[src/rtl/sc2t_pkg.sv]
// Shared constants, the scancode table and the result record for the scancode console core.
// No dependencies; both rtl modules refer to it by scoped names.
package sc2t_pkg;

    localparam int ROWS_DEF = 25;
    localparam int COLS_DEF = 80;

    localparam logic [7:0] CHR_NONE  = 8'h00;
    localparam logic [7:0] CHR_BS    = 8'h08;
    localparam logic [7:0] CHR_NL    = 8'h0A;
    localparam logic [7:0] CHR_SPACE = 8'h20;
    localparam logic [7:0] CHR_ENNEY = 8'hF1;

    localparam logic REQ_SCAN = 1'b0;
    localparam logic REQ_SET  = 1'b1;

    localparam logic REG_KEY_HANDLER = 1'b0;
    localparam logic REG_KBD_ACTIVE  = 1'b1;

    localparam int CFG_AW = 3;

    typedef struct packed {
        logic        write_valid;
        logic [7:0]  write_char;
        logic [4:0]  write_row;
        logic [6:0]  write_col;
        logic        scroll_up;
        logic [4:0]  cursor_row_out;
        logic [6:0]  cursor_col_out;
        logic [10:0] cursor_offset;
    } res_t;

    function automatic logic [7:0] keymap(input logic [6:0] code);
        logic [7:0] ch;
        case (code)
            7'h02:   ch = "1";
            7'h03:   ch = "2";
            7'h04:   ch = "3";
            7'h05:   ch = "4";
            7'h06:   ch = "5";
            7'h07:   ch = "6";
            7'h08:   ch = "7";
            7'h09:   ch = "8";
            7'h0A:   ch = "9";
            7'h0B:   ch = "0";
            7'h0E:   ch = CHR_BS;
            7'h10:   ch = "q";
            7'h11:   ch = "w";
            7'h12:   ch = "e";
            7'h13:   ch = "r";
            7'h14:   ch = "t";
            7'h15:   ch = "y";
            7'h16:   ch = "u";
            7'h17:   ch = "i";
            7'h18:   ch = "o";
            7'h19:   ch = "p";
            7'h1C:   ch = CHR_NL;
            7'h1E:   ch = "a";
            7'h1F:   ch = "s";
            7'h20:   ch = "d";
            7'h21:   ch = "f";
            7'h22:   ch = "g";
            7'h23:   ch = "h";
            7'h24:   ch = "j";
            7'h25:   ch = "k";
            7'h26:   ch = "l";
            7'h27:   ch = CHR_ENNEY;
            7'h2C:   ch = "z";
            7'h2D:   ch = "x";
            7'h2E:   ch = "c";
            7'h2F:   ch = "v";
            7'h30:   ch = "b";
            7'h31:   ch = "n";
            7'h32:   ch = "m";
            7'h33:   ch = ",";
            7'h34:   ch = ".";
            7'h35:   ch = "-";
            7'h39:   ch = CHR_SPACE;
            default: ch = CHR_NONE;
        endcase
        return ch;
    endfunction

endpackage

[src/rtl/sc2t_step.sv]
// Cursor update for one request: scancode decode, cursor move, clamp and linear offset.
// Depends on sc2t_pkg (keymap, character codes, res_t).
module sc2t_step #(
    parameter int ROWS = sc2t_pkg::ROWS_DEF,
    parameter int COLS = sc2t_pkg::COLS_DEF
) (
    input  logic                    req_type,
    input  logic [7:0]              scan_byte,
    input  logic [4:0]              new_row,
    input  logic [6:0]              new_col,
    input  logic                    key_en,
    input  logic                    kbd_act,
    input  logic [$clog2(ROWS)-1:0] row,
    input  logic [$clog2(COLS)-1:0] col,
    output logic                    has_res,
    output logic [$clog2(ROWS)-1:0] row_next,
    output logic [$clog2(COLS)-1:0] col_next,
    output sc2t_pkg::res_t          res
);

    localparam int ROW_W = $clog2(ROWS);
    localparam int COL_W = $clog2(COLS);
    localparam int OFF_W = $clog2(ROWS * COLS);
    localparam int RW    = (ROW_W > 5) ? ROW_W : 5;
    localparam int CW    = (COL_W > 7) ? COL_W : 7;
    localparam int OW    = (OFF_W > 11) ? OFF_W : 11;
    localparam logic [ROW_W-1:0] ROW_LAST = ROW_W'(ROWS - 1);
    localparam logic [COL_W-1:0] COL_LAST = COL_W'(COLS - 1);

    logic [7:0]       ch;
    logic             hit;
    logic [ROW_W-1:0] clamp_r;
    logic [COL_W-1:0] clamp_c;
    logic [ROW_W-1:0] r_f;
    logic [COL_W-1:0] c_f;
    logic [ROW_W-1:0] off_r;
    logic [COL_W-1:0] off_c;
    logic [ROW_W-1:0] wr;
    logic [COL_W-1:0] wc;
    logic             wv;
    logic [7:0]       wch;
    logic             sc;
    logic [OW-1:0]    off;
    logic [RW-1:0]    wr_w;
    logic [CW-1:0]    wc_w;
    logic [RW-1:0]    cr_w;
    logic [CW-1:0]    cc_w;

    assign ch      = sc2t_pkg::keymap(scan_byte[6:0]);
    assign hit     = !scan_byte[7] && key_en && (ch != sc2t_pkg::CHR_NONE);
    assign clamp_r = (32'(new_row) >= ROWS) ? ROW_LAST : ROW_W'(new_row);
    assign clamp_c = (32'(new_col) >= COLS) ? COL_LAST : COL_W'(new_col);

    always_comb
    begin
        r_f = row;
        c_f = col;
        wv  = 1'b0;
        wch = sc2t_pkg::CHR_NONE;
        wr  = '0;
        wc  = '0;
        sc  = 1'b0;
        if (req_type == sc2t_pkg::REQ_SET)
        begin
            if (kbd_act)
            begin
                r_f = clamp_r;
                c_f = clamp_c;
            end
        end
        else if (hit)
        begin
            case (ch)
                sc2t_pkg::CHR_NL:
                begin
                    c_f = '0;
                    if (row == ROW_LAST)
                        sc = 1'b1;
                    else
                        r_f = row + 1'b1;
                end
                sc2t_pkg::CHR_BS:
                begin
                    if (col != '0)
                        c_f = col - 1'b1;
                    else if (row != '0)
                    begin
                        r_f = row - 1'b1;
                        c_f = COL_LAST;
                    end
                    wv  = 1'b1;
                    wch = sc2t_pkg::CHR_SPACE;
                    wr  = r_f;
                    wc  = c_f;
                end
                default:
                begin
                    wv  = 1'b1;
                    wch = ch;
                    wr  = row;
                    wc  = col;
                    if (col == COL_LAST)
                    begin
                        c_f = '0;
                        if (row == ROW_LAST)
                            sc = 1'b1;
                        else
                            r_f = row + 1'b1;
                    end
                    else
                        c_f = col + 1'b1;
                end
            endcase
        end
    end

    assign off_r = (req_type == sc2t_pkg::REQ_SET) ? clamp_r : r_f;
    assign off_c = (req_type == sc2t_pkg::REQ_SET) ? clamp_c : c_f;
    assign off   = OW'(off_r) * OW'(COLS) + OW'(off_c);

    assign has_res  = (req_type == sc2t_pkg::REQ_SET) || hit;
    assign row_next = r_f;
    assign col_next = c_f;

    assign wr_w = RW'(wr);
    assign wc_w = CW'(wc);
    assign cr_w = RW'(r_f);
    assign cc_w = CW'(c_f);

    always_comb
    begin
        res.write_valid    = wv;
        res.write_char     = wch;
        res.write_row      = wr_w[4:0];
        res.write_col      = wc_w[6:0];
        res.scroll_up      = sc;
        res.cursor_row_out = cr_w[4:0];
        res.cursor_col_out = cc_w[6:0];
        res.cursor_offset  = off[10:0];
    end

endmodule

[src/rtl/scancode_to_text_cursor_core.sv]
// Top level of the scancode console core: input beat register, cursor state, result register
// and the register port. Depends on sc2t_pkg and sc2t_step.
//
//  channel  | direction | handshake        | contents
//  s_*      | in        | s_tvalid/tready  | request: scancode or set-cursor
//  m_*      | out       | m_tvalid/tready  | screen write, scroll and cursor report
//  apb      | in/out    | psel/penable     | key_handler_present @0, keyboard_active @4
//
// One request per cycle unless a stalled result blocks it; each goes from input beat
// to result beat via the input register, one pass of cursor logic and the result register.
// Reset (rst_n low) clears both stages, puts the cursor at row 0 column 0, and sets
// key_handler_present to 1 and keyboard_active to 0.
// A stalled result holds in the output register; a request that gives no result drops
// out of the input register without waiting on m_tready.
module scancode_to_text_cursor_core #(
    parameter int ROWS = sc2t_pkg::ROWS_DEF,
    parameter int COLS = sc2t_pkg::COLS_DEF
) (
    input  logic                        clk,
    input  logic                        rst_n,
    input  logic                        s_tvalid,
    output logic                        s_tready,
    input  logic [23:0]                 s_tdata,   // scan_byte, new_row, new_col, zero pad
    input  logic                        s_tuser,   // req_type
    output logic                        m_tvalid,
    input  logic                        m_tready,
    output logic [47:0]                 m_tdata,   // write_char, write_row, write_col,
                                                   // scroll_up, cursor_row_out,
                                                   // cursor_col_out, cursor_offset, zero pad
    output logic                        m_tuser,   // write_valid
    input  logic                        psel,
    input  logic                        penable,
    input  logic                        pwrite,
    input  logic [sc2t_pkg::CFG_AW-1:0] paddr,
    input  logic [31:0]                 pwdata,
    output logic [31:0]                 prdata,
    output logic                        pready
);

    localparam int ROW_W = $clog2(ROWS);
    localparam int COL_W = $clog2(COLS);

    logic             in_v_reg;
    logic             req_reg;
    logic [7:0]       scan_reg;
    logic [4:0]       nrow_reg;
    logic [6:0]       ncol_reg;
    logic             key_en_reg;
    logic             kbd_act_reg;
    logic [ROW_W-1:0] row_reg;
    logic [COL_W-1:0] col_reg;
    logic             out_v_reg;
    sc2t_pkg::res_t   out_reg;

    logic             has_res;
    logic [ROW_W-1:0] row_next;
    logic [COL_W-1:0] col_next;
    sc2t_pkg::res_t   res_next;
    logic             out_free;
    logic             adv;
    logic             cfg_wr;

    sc2t_step #(
        .ROWS (ROWS),
        .COLS (COLS)
    ) u_step (
        .req_type  (req_reg),
        .scan_byte (scan_reg),
        .new_row   (nrow_reg),
        .new_col   (ncol_reg),
        .key_en    (key_en_reg),
        .kbd_act   (kbd_act_reg),
        .row       (row_reg),
        .col       (col_reg),
        .has_res   (has_res),
        .row_next  (row_next),
        .col_next  (col_next),
        .res       (res_next)
    );

    assign out_free = !out_v_reg || m_tready;
    assign adv      = in_v_reg && (!has_res || out_free);
    assign s_tready = !in_v_reg || adv;
    assign cfg_wr   = psel && penable && pwrite && pready;

    always_ff @(posedge clk or negedge rst_n)
    begin
        if (!rst_n)
        begin
            in_v_reg  <= 1'b0;
            out_v_reg <= 1'b0;
            row_reg   <= '0;
            col_reg   <= '0;
        end
        else
        begin
            if (s_tready)
                in_v_reg <= s_tvalid;
            if (adv)
            begin
                row_reg <= row_next;
                col_reg <= col_next;
            end
            if (adv && has_res)
                out_v_reg <= 1'b1;
            else if (m_tready)
                out_v_reg <= 1'b0;
        end
    end

    always_ff @(posedge clk)
    begin
        if (s_tready && s_tvalid)
        begin
            req_reg  <= s_tuser;
            scan_reg <= s_tdata[7:0];
            nrow_reg <= s_tdata[12:8];
            ncol_reg <= s_tdata[19:13];
        end
        if (adv && has_res)
            out_reg <= res_next;
    end

    always_ff @(posedge clk or negedge rst_n)
    begin
        if (!rst_n)
        begin
            key_en_reg  <= 1'b1;
            kbd_act_reg <= 1'b0;
        end
        else if (cfg_wr)
        begin
            case (paddr[2])
                sc2t_pkg::REG_KEY_HANDLER: key_en_reg  <= pwdata[0];
                sc2t_pkg::REG_KBD_ACTIVE:  kbd_act_reg <= pwdata[0];
                default:                   key_en_reg  <= key_en_reg;
            endcase
        end
    end

    always_comb
    begin
        case (paddr[2])
            sc2t_pkg::REG_KEY_HANDLER: prdata = {31'd0, key_en_reg};
            sc2t_pkg::REG_KBD_ACTIVE:  prdata = {31'd0, kbd_act_reg};
            default:                   prdata = 32'd0;
        endcase
    end

    assign pready   = 1'b1;
    assign m_tvalid = out_v_reg;
    assign m_tuser  = out_reg.write_valid;
    assign m_tdata  = {4'd0, out_reg.cursor_offset, out_reg.cursor_col_out,
                       out_reg.cursor_row_out, out_reg.scroll_up, out_reg.write_col,
                       out_reg.write_row, out_reg.write_char};

endmodule

[config.mk]
export PLATFORM = sky130hd
export DESIGN_NAME = scancode_to_text_cursor_core
export DESIGN_NICKNAME = d
export VERILOG_FILES = /design/src/rtl/sc2t_pkg.sv /design/src/rtl/sc2t_step.sv /design/src/rtl/scancode_to_text_cursor_core.sv
export SDC_FILE = /design/constraint.sdc
export NUM_CORES = 1
export LEC_CHECK = 0
export ABC_AREA = 1
export BUFFER_PORTS_ARGS = -buffer_cell sky130_fd_sc_hd__buf_4
export CORE_MARGIN = 3
export CORE_UTILIZATION = 40
export DETAILED_ROUTE_END_ITERATION = 12
export GPL_TIMING_DRIVEN = 0
export PLACE_DENSITY = 0.72
export SYNTH_ARGS = -nofsm -noshare
export SYNTH_HDL_FRONTEND = slang
export SYNTH_SLANG_ARGS = --single-unit
[constraint.sdc]
create_clock -name clk -period 4.31 [get_ports clk]
set_input_delay 0.2155 -clock clk [delete_from_list [all_inputs] [get_ports clk]]
set_output_delay 0.2155 -clock clk [all_outputs]
set_load 0.1 [all_outputs]
# Word level (Yosys, flattened, before mapping)
# Memory sizes are Yosys's and may differ from the RTL's. A register that Yosys moved wholly into a read port is not among the register bits.
# Cells that the tools add are included.
# word_totals
mem_count,1
ff_bits,82
output_inout_bits,84
romBits,512
latch_bits,0
ram_bits,0
# mem_list
name,depth,word_bits,read_ports,rd_ports_with_merged_regs,write_ports,line,source
(name not given),64,8,1,1,0,sc2t_pkg.sv:35,case (code)
# classes
eq_ne,4
addsub,5
n_reduce_logical,22
shifts,0
n_mux,31
order_cmp,2
bitwise,2
multipliers,1
div,0
# ops
operator,n
case mux 32 bit (2 select lines),1
two-way mux 7 bit,8
two-way mux 5 bit,9
case mux 7 bit (2 select lines),2
case mux 5 bit (2 select lines),2
"== test 8 x 4 -> 1 bit, second input constant",2
case mux 8 bit (2 select lines),1
adder 11 x 7 -> 11 bit,1
two-way mux 8 bit,1
nonzero test 8 bit,1
"adder 7 x 1 -> 7 bit, second input constant",1
"== test 7 bit, second input constant",1
">= comparator 7 bit, second input constant",1
logical AND 1 bit,7
"multiplier 5 x 3 -> 7 bit, second input constant",1
nonzero test 7 bit,1
"subtractor 7 x 1 -> 7 bit, second input constant",1
two-way mux 6 bit,1
"adder 5 x 1 -> 5 bit, second input constant",1
"== test 5 bit, second input constant",1
">= comparator 5 bit, second input constant",1
two-way mux 1 bit,5
nonzero test 5 bit,1
"subtractor 5 x 1 -> 5 bit, second input constant",1
other kinds (7),15

# Logic depth before layout (Yosys ltp)
# depth
word_depth,10
mapped_depth,24
mapped_depth_nobuf,24

# Cells and area by module
# A second synthesis with hierarchy kept.
# unflattened
cells_unflattened,700
area_unflattened_um2,5749.3
# modules_own_cells
module,cells_each,seq_area_each_um2,n_inst,area_per_inst_um2
scancode_to_text_cursor_core,185,2383.5,1,2950.3
sc2t_step,515,0.0,1,2798.9

# Worst setup path before layout
# OpenSTA, ideal clock, no wires.
# synth_timing
path_type,register to register
start,reg row_reg[0]
end,"reg out_reg, in the netlist m_tdata[43], data pin"
t_required_ns,4.058
setup_ns,0.252
arrival_ns,3.031
synth_period_minus_slack_ns,3.284
path_stages_with_launch,22
slack_ns,1.026
cell_sequence,dfrtp_1 > inv_1 > ha_1 > nand2_1 > nor2_1 > nor2_1 > inv_1 > a21oi_1 > o21ai_0 > nand2_1 > nand3_1 > o211ai_1 > ha_1 > ha_1 > inv_1 > fa_1 > inv_1 > nand2_1 > nor2_1 > inv_1 > nand2_1 > nand2_1
# synth_lines
item,line,source
start: declaration,scancode_to_text_cursor_core.sv:50,logic [ROW_W-1:0] row_reg;
start signal: assignment,scancode_to_text_cursor_core.sv:101,row_reg <= row_next;
end signal: assignment,scancode_to_text_cursor_core.sv:121,out_reg <= res_next;
end: declaration,scancode_to_text_cursor_core.sv:53,sc2t_pkg::res_t out_reg;

==> flow_metrics.py <==
metrics = {
    "timing": {
        "layout_min_cycle_time_ns": 4.00,
        "final-hold-violation-count": 0,
        "relSlewSlack_pct": 41.7,
        "fin_tns_setup_ns": 0,
        "slew_violations": 0,
        "setup_ws_ns": 0.312,
        "rsz0062_at_grt": "false",
        "skew_ns": 0.00688,
        "finalCritPeriodShare_pct": 92.8,
        "setup-violations-final": 0,
        "hold_ws_ns": 0.0436,
        "tightest_slew_ns": 0.874,
        "max_freq_mhz": 250,
    },
    "grt": {
        "grt_pass1_vias": 4579,
        "grt_overflow": 0,
        "grt_usage_pct": 18.1,
        "grt_max_degree": 24,
        "antenna_found_initial": 0,
        "grt_pass1_wl_um": 23100,
    },
    "drt": {
        "drt_iter0_drc": 392,
        "drc": 0,
        "dr.pass1.iters": 5,
        "drt-total-wl_um": 14300,
        "vias_per_cell": 4.93,
        "vias": 4980,
        "wl_per_cell_um": 14.1,
        "ant_nets": 0,
    },
    "floorplan": {
        "rows": 43,
        "start_util_pct": 41.0,
        "die_height_um": 126,
        "core-area_sq_um": 13900,
        "pin_count": 151,
        "fp.dieW_um": 126,
        "die_area_sq_um": 15800,
    },
    "run_status": {
        "status": "completed",
    },
    "critical_path": {
        "r2r_end": "m_tdata[43]$_DFFE_PP_",
        "path_common_cell": "nand2_1",
        "endpoint_kind": "register",
        "critPathTopFamily": "simple AND/OR/NAND/NOR gates",
        "crit_slowest_cell": "dfrtp_1",
        "worstRegToRegCells": 20,
        "crit_end": "m_tdata[43]$_DFFE_PP_",
        "critPathLaunchType": "register",
        "required_ns": 4.41,
        "timing.critical_path.from": "row_reg[0]$_DFFE_PN0P_",
        "reg2reg_from": "row_reg[0]$_DFFE_PN0P_",
        "path_buf_inv": 3,
        "max_stage_delay_ns": 0.46,
        "path_cells": "inv_1, ha_1, nand2_1, nor2_1, nor2_1, inv_1, nor2_1, o21ai_0, nand2_1, a21oi_1, nand2_1, ha_1, ha_1, nand2_1, o21ai_0, nand2_1, nor2_1, inv_1, nand2_1, nand2_1",
        "critPathKind": "reg -> reg",
        "cp_data_arrival_time_ns": 4.10,
        "cp_max_fo": 8,
        "path_depth": 20,
        "r2r_slack_ns": 0.31,
    },
    "synth": {
        "synth_flop_cell": "edfxtp_1",
        "yosysSeqAreaShare_pct": 44.5,
        "synthCells": 702,
        "synth_edf_count": 66,
        "synth_cell_types": 43,
        "synth_seq_cells": 90,
        "netlist_area_sq_um": 5710,
        "synthTopCellsByArea": "edfxtp_1 35%, nand2_1 12%, dfrtp_1 6.6%",
        "synth-warning-count": 0,
        "synth_common_cells": "177 x nand2_1, 72 x inv_1, 66 x edfxtp_1",
        "synth_area_per_cell_sq_um": 8.14,
        "synth.most_common_cell": "nand2_1",
        "async_flop_share_pct": 17.8,
        "yosysTopAreaCell": "edfxtp_1",
        "yosys.area.top_type_share_pct": 34.7,
    },
    "final_layout": {
        "largest_reg_flops": 44,
        "n_antenna_cell": 0,
        "areaGrowthSynthToFinish_pct": 22.2,
        "nNetsFinal": 917,
        "nFillCells": 1372,
        "finalNonFillerCells": 1010,
        "drive_gt1_share_pct": 20.0,
    },
    "placed_design": {
        "port_buffers": 76,
        "hpwlAfterDp_um": 11000,
        "dp_slack_ns": 0.379,
        "numPlacedInstances": 993,
        "place_congestion": 0.911,
    },
    "clocking": {
        "cts_buffers": 9,
        "cts-root-buf": "clkbuf_16",
        "htree_levels": 3,
        "clk_latency_ns": 0.34,
        "cts_tree": "yes",
        "cts_setup_buffers": 0,
        "cts.path.max_buffers": 2,
        "clk_pin_slew_worst_paths_ns": 0.06,
        "cts.sinks": 90,
    },
    "run": {
        "maxCapViolations": 0,
    },
    "pwr": {
        "p_leak_nw": 3.30,
        "power_density_nw_per_um2": 543,
        "irDropWorstVdd_uv": 227,
    },
    "min_path": {
        "hp-class": "in -> reg",
        "min_path_cells": 1,
    },
}
[layout by cell type, fill, tap and decap left out, types with 12 or more instances in the layout]
master    count
conb_1       36
a21oi_1      36
dfrtp_1      15
clkbuf_1     12
nand2_1     177
xor2_1       14
o211ai_1     16
ha_1         23
inv_1        71
edfxtp_1     66
o21ai_0      45
nor2_1       52
buf_4       115
nand3_1      50
[cell type report]
type | instances | area (sq um) | area share (%)
Buffer | 60 | 393 | 5.63
Timing Repair Buffer | 78 | 608 | 8.71
Clock inverter | 5 | 52.6 | 0.753
Sequential cell | 90 | 2540 | 36.4
Tap cell | 180 | 225 | 3.23
Clock buffer | 11 | 253 | 3.62
Inverter | 81 | 304 | 4.36
Multi-Input combinational cell | 505 | 2600 | 37.3
[cells by family after synthesis]
kind of cell / share of synthesized area, %
other: 0.131
buffers and inverters: 12.2
and+or+nand+nor: 23.2
xor gates and xnor gates: 2.45
adders and majority gates: 5.74
AOI/OAI and AO/OA: 11.8
DFF: 44.5
[stage by stage]
stage	area (sq um)	util [%]	total power [mW]
6_report	6980	50.1	3.79
5_1_grt	6980	50.1	4.01
4_1_cts	6980	50.1	3.79
3_5_place_dp	6670	47.8	2.99
3_3_place_gp	6640	47.6	2.97
2_1_floorplan	5840	-	2.62
[report_power, final]
part	internal [mW]	switching, mW	total, mW
Combinational	0.455	1.34	1.79
Clock	0.478	0.321	0.798
Sequential	1.11	0.0870	1.20
Total	2.05	1.74	3.79
[routing by layer]
layer  GRT usage [%]  share of wire (%)  vias up  wire length, um
met5               0                  0        -                0
met4            5.80                1.8        0              262
met3            3.46                7.3       17             1040
met2            29.7                 48      205             6830
met1            24.2                 43     2260             6140
li1                -                  -     2498                -
[worst min path at each step]
stage,start,to,slack [ns]
floorplan,rst_n,col_reg[0]$_DFFE_PN0P_,-0.08
CTS,s_tuser,req_reg$_DFFE_PP_,0.03
finish,s_tuser,req_reg$_DFFE_PP_,0.04
detailed placement,rst_n,kbd_act_reg$_DFFE_PN0P_,0.1
global route,s_tdata[7],scan_reg[7]$_DFFE_PP_,0.04
global placement,rst_n,kbd_act_reg$_DFFE_PN0P_,0.1
[repair_timing]
| action | in CTS | in global routing |
|---|---|---|
| setup endpoints to repair | 0 | 0 |
| hold buffers | 1 | 0 |
| resized for setup | 0 | 0 |
| endpoints found under the hold margin | 16 | 0 |
No activity file was read; power rests on OpenSTA's default activity.
